### src/hdl/mtp_pkg.sv
// shared types, codes and widths for the motor thrust profile block
// no dependencies
package mtp_pkg;

   localparam int MAX_POINTS_DEF = 8;

   localparam int VAL_W      = 32;
   localparam int DT_W       = 16;
   localparam int CMD_W      = 2;
   localparam int PIDX_W     = 3;
   localparam int PCOUNT_W   = 4;
   localparam int CSR_IDX_W  = 2;
   localparam int CSR_DATA_W = 32;

   // request commands
   localparam logic [CMD_W-1:0] CMD_TICK    = 2'd0;
   localparam logic [CMD_W-1:0] CMD_WRITE   = 2'd1;
   localparam logic [CMD_W-1:0] CMD_RESTART = 2'd2;
   localparam logic [CMD_W-1:0] CMD_UNUSED  = 2'd3;

   // register indexes
   localparam logic [CSR_IDX_W-1:0] CSR_MOTOR_MODE      = 2'd0;
   localparam logic [CSR_IDX_W-1:0] CSR_BURN_DURATION   = 2'd1;
   localparam logic [CSR_IDX_W-1:0] CSR_CONSTANT_THRUST = 2'd2;
   localparam logic [CSR_IDX_W-1:0] CSR_POINT_COUNT     = 2'd3;

   localparam logic MODE_CONSTANT = 1'b0;
   localparam logic MODE_PROFILE  = 1'b1;

   typedef enum logic [3:0] {
      S_IDLE,
      S_EXEC,
      S_ENDRD,
      S_TICK,
      S_SEL,
      S_SRCH,
      S_CMP,
      S_PREP,
      S_DIV,
      S_DONE
   } mtp_state_type;

   typedef enum logic [1:0] {
      DV_IDLE,
      DV_MUL,
      DV_STEP,
      DV_DONE
   } mtp_div_state_type;

   typedef struct packed {
      logic             start;
      logic [VAL_W-1:0] mul_a;
      logic [VAL_W-1:0] mul_b;
      logic [VAL_W-1:0] divisor;
   } mtp_div_ctl_type;

   typedef struct packed {
      logic             done;
      logic [VAL_W-1:0] quotient;
   } mtp_div_rsp_type;

endpackage

### src/hdl/mtp_if.sv
// request and response channel interfaces of the motor thrust profile block
// depends on mtp_pkg
interface mtp_req_if;
   import mtp_pkg::*;

   logic              valid;
   logic              ready;
   logic [CMD_W-1:0]  cmd;
   logic [DT_W-1:0]   delta_time;
   logic [PIDX_W-1:0] point_index;
   logic [VAL_W-1:0]  point_time;
   logic [VAL_W-1:0]  point_thrust;

   modport source (
      output valid, cmd, delta_time, point_index, point_time, point_thrust,
      input  ready
   );
   modport sink (
      input  valid, cmd, delta_time, point_index, point_time, point_thrust,
      output ready
   );
endinterface

interface mtp_rsp_if;
   import mtp_pkg::*;

   logic             valid;
   logic             ready;
   logic [VAL_W-1:0] thrust_out;
   logic             is_burning;
   logic [VAL_W-1:0] elapsed_burn;

   modport source (
      output valid, thrust_out, is_burning, elapsed_burn,
      input  ready
   );
   modport sink (
      input  valid, thrust_out, is_burning, elapsed_burn,
      output ready
   );
endinterface

### src/hdl/motor_thrust_profile.sv
// Motor thrust profile: burn time and thrust of a rocket motor advanced by ticks.
// Requests come in on req_ch: a time tick, a breakpoint write or a burn restart.
// Every request gives exactly one response on rsp_ch with the thrust, the burning
// flag and the burn time after that request. Mode, burn duration, constant thrust
// and breakpoint count are written on the csr_ port, by the user only while no
// request is in flight; the block itself does not enforce it. One request is
// handled at a time; req_ch.ready is high only while idle. After acceptance a
// request runs through EXEC, ENDRD, TICK and SEL; SEL goes to DONE when the
// thrust needs no interpolation (constant mode, exhausted, past the profile end,
// no points). Otherwise SRCH and CMP scan the breakpoint memory one point at a
// time (1 to MAX_POINTS points); a zero-length segment ends in PREP, else PREP
// starts the multiply/divide unit, which forms the product and runs 32 quotient steps.
// A new request can be taken in the cycle after the response is accepted.
// If the receiver stalls, the response holds and no new request is taken.
// Reset (synchronous, active high) clears the state and csr registers, sets the
// motor burning with zero burn time; datapath and breakpoint memory are not cleared.
module motor_thrust_profile #(
   parameter int MAX_POINTS = mtp_pkg::MAX_POINTS_DEF
) (
   input  logic                             clock,
   input  logic                             reset,
   mtp_req_if.sink                          req_ch,
   mtp_rsp_if.source                        rsp_ch,
   input  logic                             csr_we,
   input  logic [mtp_pkg::CSR_IDX_W-1:0]    csr_index,
   input  logic [mtp_pkg::CSR_DATA_W-1:0]   csr_wdata
);
   import mtp_pkg::*;

   localparam int IDX_W = (MAX_POINTS > 1) ? $clog2(MAX_POINTS) : 1;
   localparam int CNT_W = $clog2(MAX_POINTS + 1);

   // control and configuration
   mtp_state_type        state_ff, state_in;
   logic                 motor_mode_ff;
   logic [VAL_W-1:0]     burn_duration_ff;
   logic [VAL_W-1:0]     constant_thrust_ff;
   logic [PCOUNT_W-1:0]  point_count_ff;
   logic                 burning_ff, burning_in;
   logic [VAL_W-1:0]     burn_time_ff, burn_time_in;

   // request fields and working values
   logic [CMD_W-1:0]     cmd_ff, cmd_in;
   logic [DT_W-1:0]      dt_ff, dt_in;
   logic [PIDX_W-1:0]    pidx_ff, pidx_in;
   logic [VAL_W-1:0]     ptime_ff, ptime_in;
   logic [VAL_W-1:0]     pthrust_ff, pthrust_in;
   logic [VAL_W-1:0]     end_ff, end_in;
   logic [IDX_W-1:0]     idx_ff, idx_in;
   logic [VAL_W-1:0]     s_time_ff, s_time_in;
   logic [VAL_W-1:0]     s_thrust_ff, s_thrust_in;
   logic [VAL_W-1:0]     e_thrust_ff, e_thrust_in;
   logic [VAL_W-1:0]     elapsed_ff, elapsed_in;
   logic [VAL_W-1:0]     len_ff, len_in;
   logic [VAL_W-1:0]     mag_ff, mag_in;
   logic                 up_ff, up_in;
   logic [VAL_W-1:0]     thrust_ff, thrust_in;

   // breakpoint memory
   logic [VAL_W-1:0]     bp_time_mem   [MAX_POINTS];
   logic [VAL_W-1:0]     bp_thrust_mem [MAX_POINTS];
   logic [VAL_W-1:0]     rd_time_ff;
   logic [VAL_W-1:0]     rd_thrust_ff;
   logic                 mem_we;
   logic [IDX_W-1:0]     rd_addr;

   mtp_div_ctl_type      div_ctl;
   mtp_div_rsp_type      div_rsp;

   logic                 req_acc;
   logic [CNT_W-1:0]     n_used;
   logic                 n_zero;
   logic                 slot_ok;
   logic [IDX_W-1:0]     last_addr;
   logic                 last_pt;
   logic                 found;
   logic                 early_out;
   logic [VAL_W-1:0]     mem_end;
   logic [VAL_W-1:0]     tick_end;
   logic [VAL_W:0]       tick_sum;

   assign req_acc   = req_ch.valid && req_ch.ready;
   assign n_used    = (32'(point_count_ff) > 32'(MAX_POINTS)) ? CNT_W'(MAX_POINTS)
                                                              : CNT_W'(point_count_ff);
   assign n_zero    = (n_used == '0);
   assign slot_ok   = (32'(pidx_ff) < 32'(MAX_POINTS));
   assign last_addr = IDX_W'(n_used - 1'b1);
   assign last_pt   = ((32'(idx_ff) + 1) == 32'(n_used));
   assign found     = (rd_time_ff >= burn_time_ff);
   assign mem_end   = n_zero ? '0 : rd_time_ff;
   assign tick_end  = (motor_mode_ff == MODE_CONSTANT) ? burn_duration_ff : mem_end;
   assign tick_sum  = {1'b0, burn_time_ff} + (VAL_W+1)'(dt_ff);
   assign early_out = !burning_ff || (motor_mode_ff == MODE_CONSTANT) ||
                      (burn_time_ff > end_ff) || n_zero;

   // next state
   always_comb begin
      state_in = state_ff;
      unique case (state_ff)
         S_IDLE:  if (req_acc) state_in = S_EXEC;
         S_EXEC:  state_in = S_ENDRD;
         S_ENDRD: state_in = S_TICK;
         S_TICK:  state_in = S_SEL;
         S_SEL:   state_in = early_out ? S_DONE : S_SRCH;
         S_SRCH:  state_in = S_CMP;
         S_CMP: begin
            priority if (found) state_in = S_PREP;
            else if (last_pt)   state_in = S_DONE;
            else                state_in = S_SRCH;
         end
         S_PREP:  state_in = (len_ff == '0) ? S_DONE : S_DIV;
         S_DIV:   if (div_rsp.done) state_in = S_DONE;
         S_DONE:  if (rsp_ch.ready) state_in = S_IDLE;
         default: state_in = S_IDLE;
      endcase
   end

   // datapath and outputs
   always_comb begin
      burning_in   = burning_ff;
      burn_time_in = burn_time_ff;
      cmd_in       = cmd_ff;
      dt_in        = dt_ff;
      pidx_in      = pidx_ff;
      ptime_in     = ptime_ff;
      pthrust_in   = pthrust_ff;
      end_in       = end_ff;
      idx_in       = idx_ff;
      s_time_in    = s_time_ff;
      s_thrust_in  = s_thrust_ff;
      e_thrust_in  = e_thrust_ff;
      elapsed_in   = elapsed_ff;
      len_in       = len_ff;
      mag_in       = mag_ff;
      up_in        = up_ff;
      thrust_in    = thrust_ff;
      mem_we       = 1'b0;
      rd_addr      = idx_ff;
      div_ctl      = '0;
      unique case (state_ff)
         S_IDLE: begin
            if (req_acc) begin
               cmd_in     = req_ch.cmd;
               dt_in      = req_ch.delta_time;
               pidx_in    = req_ch.point_index;
               ptime_in   = req_ch.point_time;
               pthrust_in = req_ch.point_thrust;
            end
         end
         S_EXEC: begin
            mem_we = (cmd_ff == CMD_WRITE) && slot_ok;
            if (cmd_ff == CMD_RESTART) begin
               burning_in   = 1'b1;
               burn_time_in = '0;
            end
         end
         S_ENDRD: begin
            rd_addr = last_addr;
         end
         S_TICK: begin
            end_in = mem_end;
            // exhaustion test uses the burn time before this tick
            if ((cmd_ff == CMD_TICK) && burning_ff) begin
               if (burn_time_ff >= tick_end) burning_in = 1'b0;
               burn_time_in = tick_sum[VAL_W] ? '1 : tick_sum[VAL_W-1:0];
            end
         end
         S_SEL: begin
            thrust_in   = (burning_ff && (motor_mode_ff == MODE_CONSTANT)) ?
                          constant_thrust_ff : '0;
            idx_in      = '0;
            s_time_in   = '0;
            s_thrust_in = '0;
         end
         S_SRCH: begin
         end
         S_CMP: begin
            priority if (found) begin
               // out-of-order points clamp elapsed and length at zero
               elapsed_in  = (burn_time_ff > s_time_ff) ? burn_time_ff - s_time_ff : '0;
               len_in      = (rd_time_ff >= s_time_ff) ? rd_time_ff - s_time_ff : '0;
               up_in       = (rd_thrust_ff >= s_thrust_ff);
               mag_in      = (rd_thrust_ff >= s_thrust_ff) ? rd_thrust_ff - s_thrust_ff
                                                           : s_thrust_ff - rd_thrust_ff;
               e_thrust_in = rd_thrust_ff;
            end else if (last_pt) begin
               thrust_in = '0;
            end else begin
               s_time_in   = rd_time_ff;
               s_thrust_in = rd_thrust_ff;
               idx_in      = idx_ff + 1'b1;
            end
         end
         S_PREP: begin
            if (len_ff == '0) begin
               thrust_in = e_thrust_ff;
            end else begin
               div_ctl.start   = 1'b1;
               div_ctl.mul_a   = (elapsed_ff > len_ff) ? len_ff : elapsed_ff;
               div_ctl.mul_b   = mag_ff;
               div_ctl.divisor = len_ff;
            end
         end
         S_DIV: begin
            if (div_rsp.done) begin
               thrust_in = up_ff ? s_thrust_ff + div_rsp.quotient
                                 : s_thrust_ff - div_rsp.quotient;
            end
         end
         S_DONE: begin
         end
         default: begin
         end
      endcase
   end

   always_ff @(posedge clock) begin
      if (reset) begin
         state_ff     <= S_IDLE;
         burning_ff   <= 1'b1;
         burn_time_ff <= '0;
      end else begin
         state_ff     <= state_in;
         burning_ff   <= burning_in;
         burn_time_ff <= burn_time_in;
      end
   end

   always_ff @(posedge clock) begin
      if (reset) begin
         motor_mode_ff      <= MODE_CONSTANT;
         burn_duration_ff   <= '0;
         constant_thrust_ff <= '0;
         point_count_ff     <= '0;
      end else if (csr_we) begin
         unique case (csr_index)
            CSR_MOTOR_MODE:      motor_mode_ff      <= csr_wdata[0];
            CSR_BURN_DURATION:   burn_duration_ff   <= csr_wdata[VAL_W-1:0];
            CSR_CONSTANT_THRUST: constant_thrust_ff <= csr_wdata[VAL_W-1:0];
            CSR_POINT_COUNT:     point_count_ff     <= csr_wdata[PCOUNT_W-1:0];
            default: begin
            end
         endcase
      end
   end

   always_ff @(posedge clock) begin
      cmd_ff      <= cmd_in;
      dt_ff       <= dt_in;
      pidx_ff     <= pidx_in;
      ptime_ff    <= ptime_in;
      pthrust_ff  <= pthrust_in;
      end_ff      <= end_in;
      idx_ff      <= idx_in;
      s_time_ff   <= s_time_in;
      s_thrust_ff <= s_thrust_in;
      e_thrust_ff <= e_thrust_in;
      elapsed_ff  <= elapsed_in;
      len_ff      <= len_in;
      mag_ff      <= mag_in;
      up_ff       <= up_in;
      thrust_ff   <= thrust_in;
   end

   always_ff @(posedge clock) begin
      if (mem_we) begin
         bp_time_mem[IDX_W'(pidx_ff)]   <= ptime_ff;
         bp_thrust_mem[IDX_W'(pidx_ff)] <= pthrust_ff;
      end
      rd_time_ff   <= bp_time_mem[rd_addr];
      rd_thrust_ff <= bp_thrust_mem[rd_addr];
   end

   mtp_muldiv u_muldiv (
      .clock (clock),
      .reset (reset),
      .ctl   (div_ctl),
      .rsp   (div_rsp)
   );

   assign req_ch.ready        = (state_ff == S_IDLE);
   assign rsp_ch.valid        = (state_ff == S_DONE);
   assign rsp_ch.thrust_out   = thrust_ff;
   assign rsp_ch.is_burning   = burning_ff;
   assign rsp_ch.elapsed_burn = burn_time_ff;

endmodule

### src/hdl/mtp_muldiv.sv
// iterative multiply-then-divide unit: (a * b) / d, one 32x32 product then
// 32 restoring divide steps on a single subtractor; depends on mtp_pkg
module mtp_muldiv (
   input  logic                    clock,
   input  logic                    reset,
   input  mtp_pkg::mtp_div_ctl_type ctl,
   output mtp_pkg::mtp_div_rsp_type rsp
);
   import mtp_pkg::*;

   localparam int STEPS  = VAL_W;
   localparam int STEP_W = $clog2(STEPS);

   mtp_div_state_type state_ff, state_in;
   logic [VAL_W-1:0]  a_ff, a_in;
   logic [VAL_W-1:0]  b_ff, b_in;
   logic [VAL_W-1:0]  d_ff, d_in;
   logic [VAL_W-1:0]  rem_ff, rem_in;
   logic [VAL_W-1:0]  quo_ff, quo_in;
   logic [STEP_W-1:0] cnt_ff, cnt_in;

   logic [2*VAL_W-1:0] product;
   logic [VAL_W:0]     shifted;
   logic [VAL_W:0]     diff;

   assign product = a_ff * b_ff;
   assign shifted = {rem_ff, quo_ff[VAL_W-1]};
   assign diff    = shifted - {1'b0, d_ff};

   always_comb begin
      state_in = state_ff;
      unique case (state_ff)
         DV_IDLE: if (ctl.start) state_in = DV_MUL;
         DV_MUL:  state_in = DV_STEP;
         DV_STEP: if (cnt_ff == STEP_W'(STEPS - 1)) state_in = DV_DONE;
         DV_DONE: state_in = DV_IDLE;
         default: state_in = DV_IDLE;
      endcase
   end

   always_comb begin
      a_in   = a_ff;
      b_in   = b_ff;
      d_in   = d_ff;
      rem_in = rem_ff;
      quo_in = quo_ff;
      cnt_in = cnt_ff;
      unique case (state_ff)
         DV_IDLE: begin
            if (ctl.start) begin
               a_in = ctl.mul_a;
               b_in = ctl.mul_b;
               d_in = ctl.divisor;
            end
         end
         DV_MUL: begin
            // high half is below the divisor, so the quotient fits 32 bits
            rem_in = product[2*VAL_W-1:VAL_W];
            quo_in = product[VAL_W-1:0];
            cnt_in = '0;
         end
         DV_STEP: begin
            if (!diff[VAL_W]) begin
               rem_in = diff[VAL_W-1:0];
               quo_in = {quo_ff[VAL_W-2:0], 1'b1};
            end else begin
               rem_in = shifted[VAL_W-1:0];
               quo_in = {quo_ff[VAL_W-2:0], 1'b0};
            end
            cnt_in = cnt_ff + 1'b1;
         end
         DV_DONE: begin
         end
         default: begin
         end
      endcase
   end

   always_ff @(posedge clock) begin
      if (reset) begin
         state_ff <= DV_IDLE;
      end else begin
         state_ff <= state_in;
      end
   end

   always_ff @(posedge clock) begin
      a_ff   <= a_in;
      b_ff   <= b_in;
      d_ff   <= d_in;
      rem_ff <= rem_in;
      quo_ff <= quo_in;
      cnt_ff <= cnt_in;
   end

   assign rsp.done     = (state_ff == DV_DONE);
   assign rsp.quotient = quo_ff;

endmodule

### src/flat_wrapper.sv
// flat-port wrapper written by rule: the top's interface ports become plain ports
module motor_thrust_profile_flat import mtp_pkg::*;
#(
   parameter int MAX_POINTS = mtp_pkg::MAX_POINTS_DEF
)
  (clock, reset, csr_we, csr_index, csr_wdata, req_ch_valid, req_ch_cmd, req_ch_delta_time, req_ch_point_index, req_ch_point_time, req_ch_point_thrust, req_ch_ready, rsp_ch_valid, rsp_ch_thrust_out, rsp_ch_is_burning, rsp_ch_elapsed_burn, rsp_ch_ready);
  mtp_req_if req_ch_i ();
  mtp_rsp_if rsp_ch_i ();
  input  logic clock;
  input  logic reset;
  input  logic csr_we;
  input  logic [mtp_pkg::CSR_IDX_W-1:0] csr_index;
  input  logic [mtp_pkg::CSR_DATA_W-1:0] csr_wdata;
  input wire logic [$bits(req_ch_i.valid)-1:0] req_ch_valid;
  input wire logic [$bits(req_ch_i.cmd)-1:0] req_ch_cmd;
  input wire logic [$bits(req_ch_i.delta_time)-1:0] req_ch_delta_time;
  input wire logic [$bits(req_ch_i.point_index)-1:0] req_ch_point_index;
  input wire logic [$bits(req_ch_i.point_time)-1:0] req_ch_point_time;
  input wire logic [$bits(req_ch_i.point_thrust)-1:0] req_ch_point_thrust;
  output wire logic [$bits(req_ch_i.ready)-1:0] req_ch_ready;
  output wire logic [$bits(rsp_ch_i.valid)-1:0] rsp_ch_valid;
  output wire logic [$bits(rsp_ch_i.thrust_out)-1:0] rsp_ch_thrust_out;
  output wire logic [$bits(rsp_ch_i.is_burning)-1:0] rsp_ch_is_burning;
  output wire logic [$bits(rsp_ch_i.elapsed_burn)-1:0] rsp_ch_elapsed_burn;
  input wire logic [$bits(rsp_ch_i.ready)-1:0] rsp_ch_ready;
  assign req_ch_i.valid = req_ch_valid;
  assign req_ch_i.cmd = req_ch_cmd;
  assign req_ch_i.delta_time = req_ch_delta_time;
  assign req_ch_i.point_index = req_ch_point_index;
  assign req_ch_i.point_time = req_ch_point_time;
  assign req_ch_i.point_thrust = req_ch_point_thrust;
  assign req_ch_ready = req_ch_i.ready;
  assign rsp_ch_valid = rsp_ch_i.valid;
  assign rsp_ch_thrust_out = rsp_ch_i.thrust_out;
  assign rsp_ch_is_burning = rsp_ch_i.is_burning;
  assign rsp_ch_elapsed_burn = rsp_ch_i.elapsed_burn;
  assign rsp_ch_i.ready = rsp_ch_ready;
  motor_thrust_profile #(.MAX_POINTS(MAX_POINTS)) u_core (.clock(clock), .reset(reset), .req_ch(req_ch_i), .rsp_ch(rsp_ch_i), .csr_we(csr_we), .csr_index(csr_index), .csr_wdata(csr_wdata));
endmodule
### config.mk
export PLATFORM = sky130hd
export DESIGN_NAME = motor_thrust_profile_flat
export DESIGN_NICKNAME = d
export VERILOG_FILES = /design/src/hdl/mtp_pkg.sv /design/src/hdl/mtp_if.sv /design/src/hdl/motor_thrust_profile.sv /design/src/hdl/mtp_muldiv.sv /design/src/flat_wrapper.sv
export SDC_FILE = /design/constraint.sdc
export NUM_CORES = 2
export LEC_CHECK = 0
export ABC_AREA = 1
export BUFFER_PORTS_ARGS = -buffer_cell sky130_fd_sc_hd__buf_4
export CORE_AREA = 2 2 404 406
export DETAILED_ROUTE_END_ITERATION = 10
export DIE_AREA = 0 0 406 408
export PLACE_DENSITY = 0.76
export SYNTH_ARGS = -nofsm -noshare
export SYNTH_HDL_FRONTEND = slang
export SYNTH_SLANG_ARGS = --single-unit
### constraint.sdc
create_clock -name clock -period 10.85 [get_ports clock]
set_input_delay 0.5425 -clock clock [delete_from_list [all_inputs] [get_ports clock]]
set_output_delay 0.5425 -clock clock [all_outputs]
set_load 0.02 [all_outputs]
* Word-level counts from Yosys, hierarchy flattened *
Memory sizes are Yosys's and may differ from the RTL's. A register that Yosys moved wholly into a read port is not among the register bits.
Index checks and enable logic that the tools add are counted.

word-level totals
  bits in registers = 618
  bits in writable memories = 512
  input port bits = 124
  output and inout bits = 67
  word-level logic and storage cells = 167
  memories kept = 2

memory list
  memory                depth  width  read ports  clocked after memory_dff  wr ports  line                        RTL
  u_core.bp_thrust_mem  8      32     1           1                         1         motor_thrust_profile.sv:61  logic [VAL_W-1:0] bp_thrust_mem [MAX_POINTS];
  u_core.bp_time_mem    8      32     1           1                         1         motor_thrust_profile.sv:60  logic [VAL_W-1:0] bp_time_mem [MAX_POINTS];

operators by class
  $add $sub $neg = 12
  $mul = 1
  $lt $le $gt $ge = 8
  equal/unequal tests = 31
  mux-type cells = 51
  bitwise logic cells = 2
  reductions and logical operators = 31

operator list
  kind                                                              number
  32-bit 2-to-1 mux                                                 18
  32-bit one-hot mux with 2 select lines                            5
  97-bit 2-to-1 mux                                                 2
  32-bit subtractor                                                 5
  32-bit greater-or-equal comparator                                4
  32-bit one-hot mux with 4 select lines                            1
  32-bit greater-than comparator                                    3
  32-bit by 32-bit multiplier with 64-bit output                    1
  4-bit one-hot mux with 10 select lines                            1
  32-bit by 16-bit adder with 33-bit output                         1
  33-bit by 32-bit subtractor with 33-bit output                    1
  32-bit adder                                                      1
  32-bit zero test                                                  1
  4-bit 2-to-1 mux                                                  7
  4-bit by 3-bit == test with 1-bit output (second input constant)  4
  2-bit by 1-bit != test with 1-bit output (second input constant)  8
  2-bit AND reduction                                               8
  2-bit == test (second input constant)                             5
  5-bit one-hot mux with 2 select lines                             1
  3-bit 2-to-1 mux                                                  3
  3-bit AND reduction                                               3
  4-bit by 2-bit == test with 1-bit output (second input constant)  2
  4-bit == test (second input constant)                             2
  4-bit zero test                                                   2
  other kinds (25)                                                  47

* Logic depth before layout (Yosys ltp) *
  depth after elaboration = 9
  mapped depth = 31
  mapped depth without buffers = 30

* Modules after synthesis *
A second synthesis with hierarchy kept.

unflattened totals
  cell total of the unflattened synthesis = 11741
  area total of the unflattened synthesis = 98308.0 sq um

by module, submodules not included
  module                instances  cells an instance  area an instance (sq um)  seq. area each (sq um)
  motor_thrust_profile  1          5816               53508.8                   29137.9
  mtp_muldiv            1          5925               44799.2                   4994.8

* Worst setup path before layout *
OpenSTA, ideal clock, no wires.

  path kind = register to register
  start point = reg u_core.burn_time_ff[29], in the netlist u_core.rsp_ch.elapsed_burn[29]
  end point = reg u_core.idx_ff[0] (enable)
  library setup time = 0.592 ns
  data arrival time = 8.616 ns
  required time = 10.258 ns
  setup slack = 1.641 ns
  cell stages (with the launch flop) = 14
  buffers on the path = 0
  clock period less this slack = 9.209 ns
  cells stage by stage = dfxtp_1 inv_1 ha_1 nand2_1 inv_1 o21ai_0 nand2_1 a21oi_1 nand2_1 a21oi_1 nand2_1 nand2_1 inv_1 a211oi_1

on the way
  cells in the longest elaborated chain, start to end = 3

RTL lines
  element                             line                         RTL
  start, declared                     motor_thrust_profile.sv:40   logic [VAL_W-1:0] burn_time_ff, burn_time_in;
  start signal, assigned              motor_thrust_profile.sv:225  burn_time_ff <= burn_time_in;
  32-bit greater-or-equal comparator  motor_thrust_profile.sv:89   assign found = (rd_time_ff >= burn_time_ff);
  2-bit != test (no line)             --
  3-bit AND reduction (no line)       --
  end signal, assigned                motor_thrust_profile.sv:254  idx_ff <= idx_in;
  end, declared                       motor_thrust_profile.sv:49   logic [IDX_W-1:0] idx_ff, idx_in;

No other way between the ends.
A chain may end at the register's enable or synchronous reset.

* Worst setup path after layout *
  start point = reg u_core.u_muldiv.b_ff[8]
  end point = reg u_core.u_muldiv.rem_ff[7], data pin

on the way
  cells in the longest elaborated chain, start to end = 2

RTL lines
  element                                         line              RTL
  start, declared                                 mtp_muldiv.sv:16  logic [VAL_W-1:0] b_ff, b_in;
  start signal, assigned                          mtp_muldiv.sv:89  b_ff <= b_in;
  32-bit by 32-bit multiplier with 64-bit output  mtp_muldiv.sv:26  assign product = a_ff * b_ff;
  32-bit one-hot mux with 2 select lines          mtp_muldiv.sv:48  unique case (state_ff)
  via u_core.u_muldiv.rem_in[7]                   mtp_muldiv.sv:18  logic [VAL_W-1:0] rem_ff, rem_in;
  end signal, assigned                            mtp_muldiv.sv:91  rem_ff <= rem_in;
  end, declared                                   mtp_muldiv.sv:18

The timed path passes the listed nets, and every way through them passes these cells.

==> run metrics <==
Hold Vio Cnt, Final 0; Tcrit/Tclk final around four fifths; peak supply drop 0.000226 V; Total Routing Usage GR a little under two fifths; Main synth FF type edfxtp_1; setup tns final 0 ps; Reg2Reg Capture Point u_core.u_muldiv.rem_ff[7]; MaxCap Viol Count 0; filler cell count ~13000; DP HPWL 233000 um; Synth async-reset ratio 0%; grt total ovfl 0; power per cell area 129 nW/um2; Die ar. about 170000 um2; mux contribution to synthesized area 0.0104%; via count 77900; I/O Buffers 190; Final ANT Viol Nets 0; drt initial violations slightly above 8000; Synth Area in Adders 26.7%; RD Place Congestion 1.04; Area growth, synth to finish 8.70%; Post-Synth Simple-Gate Area ~17%; drc violations 0; Num CTS Buffers 116; CTS tree built; Post-Syn Nets 12800; DIE HEIGHT around 400 um; Clock Tree Root clkbuf_16; Routed WL 309000 um; Final Slew Violations 0; synthesized area per cell 8.63 um2; first-pass GRT wire length 467000 um; drt pass-1 iters 6; Worst Setup End Kind flop; Slew Limit Headroom between 20 and 30%; CP required 11340 ps; Hold Path Origin csr_wdata[3]; top flop regs u_core.bp_thrust_mem x256, u_core.bp_time_mem x256; critical path class flop to flop; CP Max Fanout 20; Hold WC Path Type input pin to flop; Chip Width approximately 410 um; WP data arrival 9120 ps; Worst-path clk slew approximately 70 ps; Cells after DPL 13200; XOR/XNOR Fraction of Synth Area 1.39%; Finished Layout Cells 13500; worst reg2reg startpoint u_core.u_muldiv.b_ff[8]; largest net degree at the start of global routing ~260; Cells after Synth around 11000; Least-Margin Pin Slew 1120 ps; Tmin final 8630 ps; # setup viols final 0; CP startpoint kind flop; Post-synth EDFFs ~1000; setup bufs post-CTS 0; H-Tree Depth 3; leakage power 50.8 nW; Max Clk Rate 116 MHz; DR WL/cell 22.8 um; hold depth 3; post-synthesis sequential area ratio 35.5%; initial antenna violation count 16; Nets 12900; R2R Setup Slk roughly 2200 ps; core box area 162000 um2; main combinational cell family by area after synthesis adder cells; clock buffer depth 3; Starting Density between 50% and 60%; Synth Area in Compound Gates 9.06%; Via density 5.75; clock sink count 1194; #FFs+latches synth 1194; row count ~150; Hold EP u_core.burn_duration_ff[3]; Unique masters post-synth 54; worst-case reg-to-reg path depth 25; outcome finished, final reports clean; Syn. warnings 0; vias in the first global route about 79000; RSZ-0062 raised after global routing no; share of cells above drive strength 1 under 10%; number of I/O pins 191; worst-skew pair later-pin latency 770 ps; clock skew approximately 53 ps; Post-Syn Area 96100 um2
worst max-delay path, cell delays in order (launching register included):
cell and delay, ps:
edfxtp_1 1010, buf_4 370, nand2_1 110, fa_1 530, fa_1 530, fa_1 520, fa_1 540, inv_1 60
fa_1 550, fa_1 430, fa_1 490, inv_1 50, fa_1 470, inv_1 40, ha_1 420, nand2_1 150
nor2_1 140, inv_1 70, nor2_1 140, inv_1 110, nor3_1 570, nand3_1 150, o21ai_0 470, nand2_1 110
nand3_1 200, nand2_1 100
cells in the mapped netlist, types with 9 or more instances:
| master | instances | area share, % |
|---|---|---|
| a21boi_0 | 19 | 0.15 |
| nand4_1 | 55 | 0.36 |
| xor2_1 | 105 | 0.96 |
| nor2_1 | 1306 | 5.1 |
| buf_4 | 9 | 0.070 |
| or2_2 | 37 | 0.24 |
| o21bai_1 | 85 | 0.66 |
| o22ai_1 | 65 | 0.42 |
| inv_1 | 2259 | 8.8 |
| nor3_1 | 77 | 0.40 |
| o21ai_2 | 9 | 0.082 |
| inv_2 | 10 | 0.039 |
| o21a_1 | 18 | 0.14 |
| a21oi_1 | 478 | 2.5 |
| o21ai_1 | 65 | 0.34 |
| ha_1 | 607 | 7.9 |
| o21ai_0 | 641 | 3.3 |
| nand2_1 | 2208 | 8.6 |
| xnor2_1 | 47 | 0.43 |
| nand3_1 | 278 | 1.4 |
| fa_1 | 903 | 19 |
| a211oi_1 | 11 | 0.086 |
| o211ai_1 | 18 | 0.14 |
| nand3b_1 | 12 | 0.094 |
| a21o_1 | 40 | 0.31 |
| buf_2 | 82 | 0.43 |
| clkbuf_1 | 301 | 1.2 |
| nor3b_1 | 9 | 0.070 |
| nor4_1 | 29 | 0.19 |
| a22oi_1 | 24 | 0.19 |
| dfxtp_1 | 172 | 3.6 |
| a31oi_1 | 85 | 0.55 |
| edfxtp_1 | 1022 | 32 |
report_power, final:
group / leakage, nW / internal [mW] / total (mW) / switching [mW]
Combinational: 38.1 / 1.05 / 3.46 / 2.41
Sequential: 10.8 / 5.44 / 5.87 / 0.425
Clock: 1.90 / 2.31 / 4.17 / 1.87
kinds of logic (layout without fill, tap and decap cells):
| kind of cell | after synthesis | count (layout) |
|---|---|---|
| flops | 1194 | 1194 |
| buf+inv | 2677 | 2890 |
| fa+ha+maj | 1510 | 1510 |
| mux | 1 | 1 |
| simple gates | 4030 | 4030 |
| xor+xnor | 152 | 152 |
| compound gates | 1576 | 1576 |
| other cells | 0 | 14 |
per-layer routing:
| layer | vias to the layer above | share of wire [%] | GRT usage (%) |
|---|---|---|---|
| li1 | 35200 | - | - |
| met1 | 37800 | 38 | 47.3 |
| met2 | 3954 | 47 | 60.3 |
| met3 | 917 | 9.0 | 6.61 |
| met4 | 8 | 6.8 | 22.0 |
| met5 | - | 0.018 | 0 |
how the worst max path moves through the flow:
stage                                   start                        end  slack (ps)
6_report              u_core.u_muldiv.b_ff[8]  u_core.u_muldiv.rem_ff[7]        2220
5_1_grt               u_core.u_muldiv.b_ff[8]  u_core.u_muldiv.rem_ff[7]        2020
4_1_cts               u_core.u_muldiv.b_ff[9]  u_core.u_muldiv.rem_ff[7]        2370
3_5_place_dp          u_core.u_muldiv.b_ff[9]  u_core.u_muldiv.rem_ff[7]        2460
3_3_place_gp          u_core.u_muldiv.b_ff[9]  u_core.u_muldiv.rem_ff[7]        2410
2_1_floorplan  u_core.rsp_ch.elapsed_burn[29]           u_core.idx_ff[0]        1640
layout make-up:
type,instances,area [um2],area share (%)
tap,2175,2720,2.60
antenna,14,35.0,0.0335
inverter,2270,8530,8.17
sequential,1194,34100,32.7
clock inverter,80,848,0.812
clock buffer,140,3080,2.95
timing repair buffer,400,3240,3.10
multi-input combinational,7269,51900,49.7
cells in the final DEF (no fill, tap or decap), drive strengths merged, types with 80 or more instances in the layout:
cell type,count
o21ai,715
clkbuf,140
o21bai,85
edfxtp,1022
dlygate4sd3,83
nor3,80
nor2,1312
xor2,105
a21oi,481
buf,317
nand3,279
fa,903
a31oi,85
ha,607
inv,2273
nand2,2212
dfxtp,172
through the flow:
stage | total power, mW | instance area, um2 | hold slack [ps] | worst slack [ps] | util [%]
2_1_floorplan | 8.08 | 96100 | 437 | 1640 | -
3_3_place_gp | 9.24 | 99700 | 449 | 2410 | 61.7
3_5_place_dp | 9.27 | 99700 | 456 | 2460 | 61.7
4_1_cts | 13.4 | 104000 | 9.88 | 2370 | 64.6
5_1_grt | 14.1 | 104000 | 46.5 | 2020 | 64.6
6_report | 13.5 | 104000 | 50.5 | 2220 | 64.6
repair_timing:
action,in CTS,in global routing
setup endpoints to repair,0,0
gates resized for setup,0,0
hold endpoints to repair,83,0
hold buffers,83,0
Power figures use the tool's default switching activity.
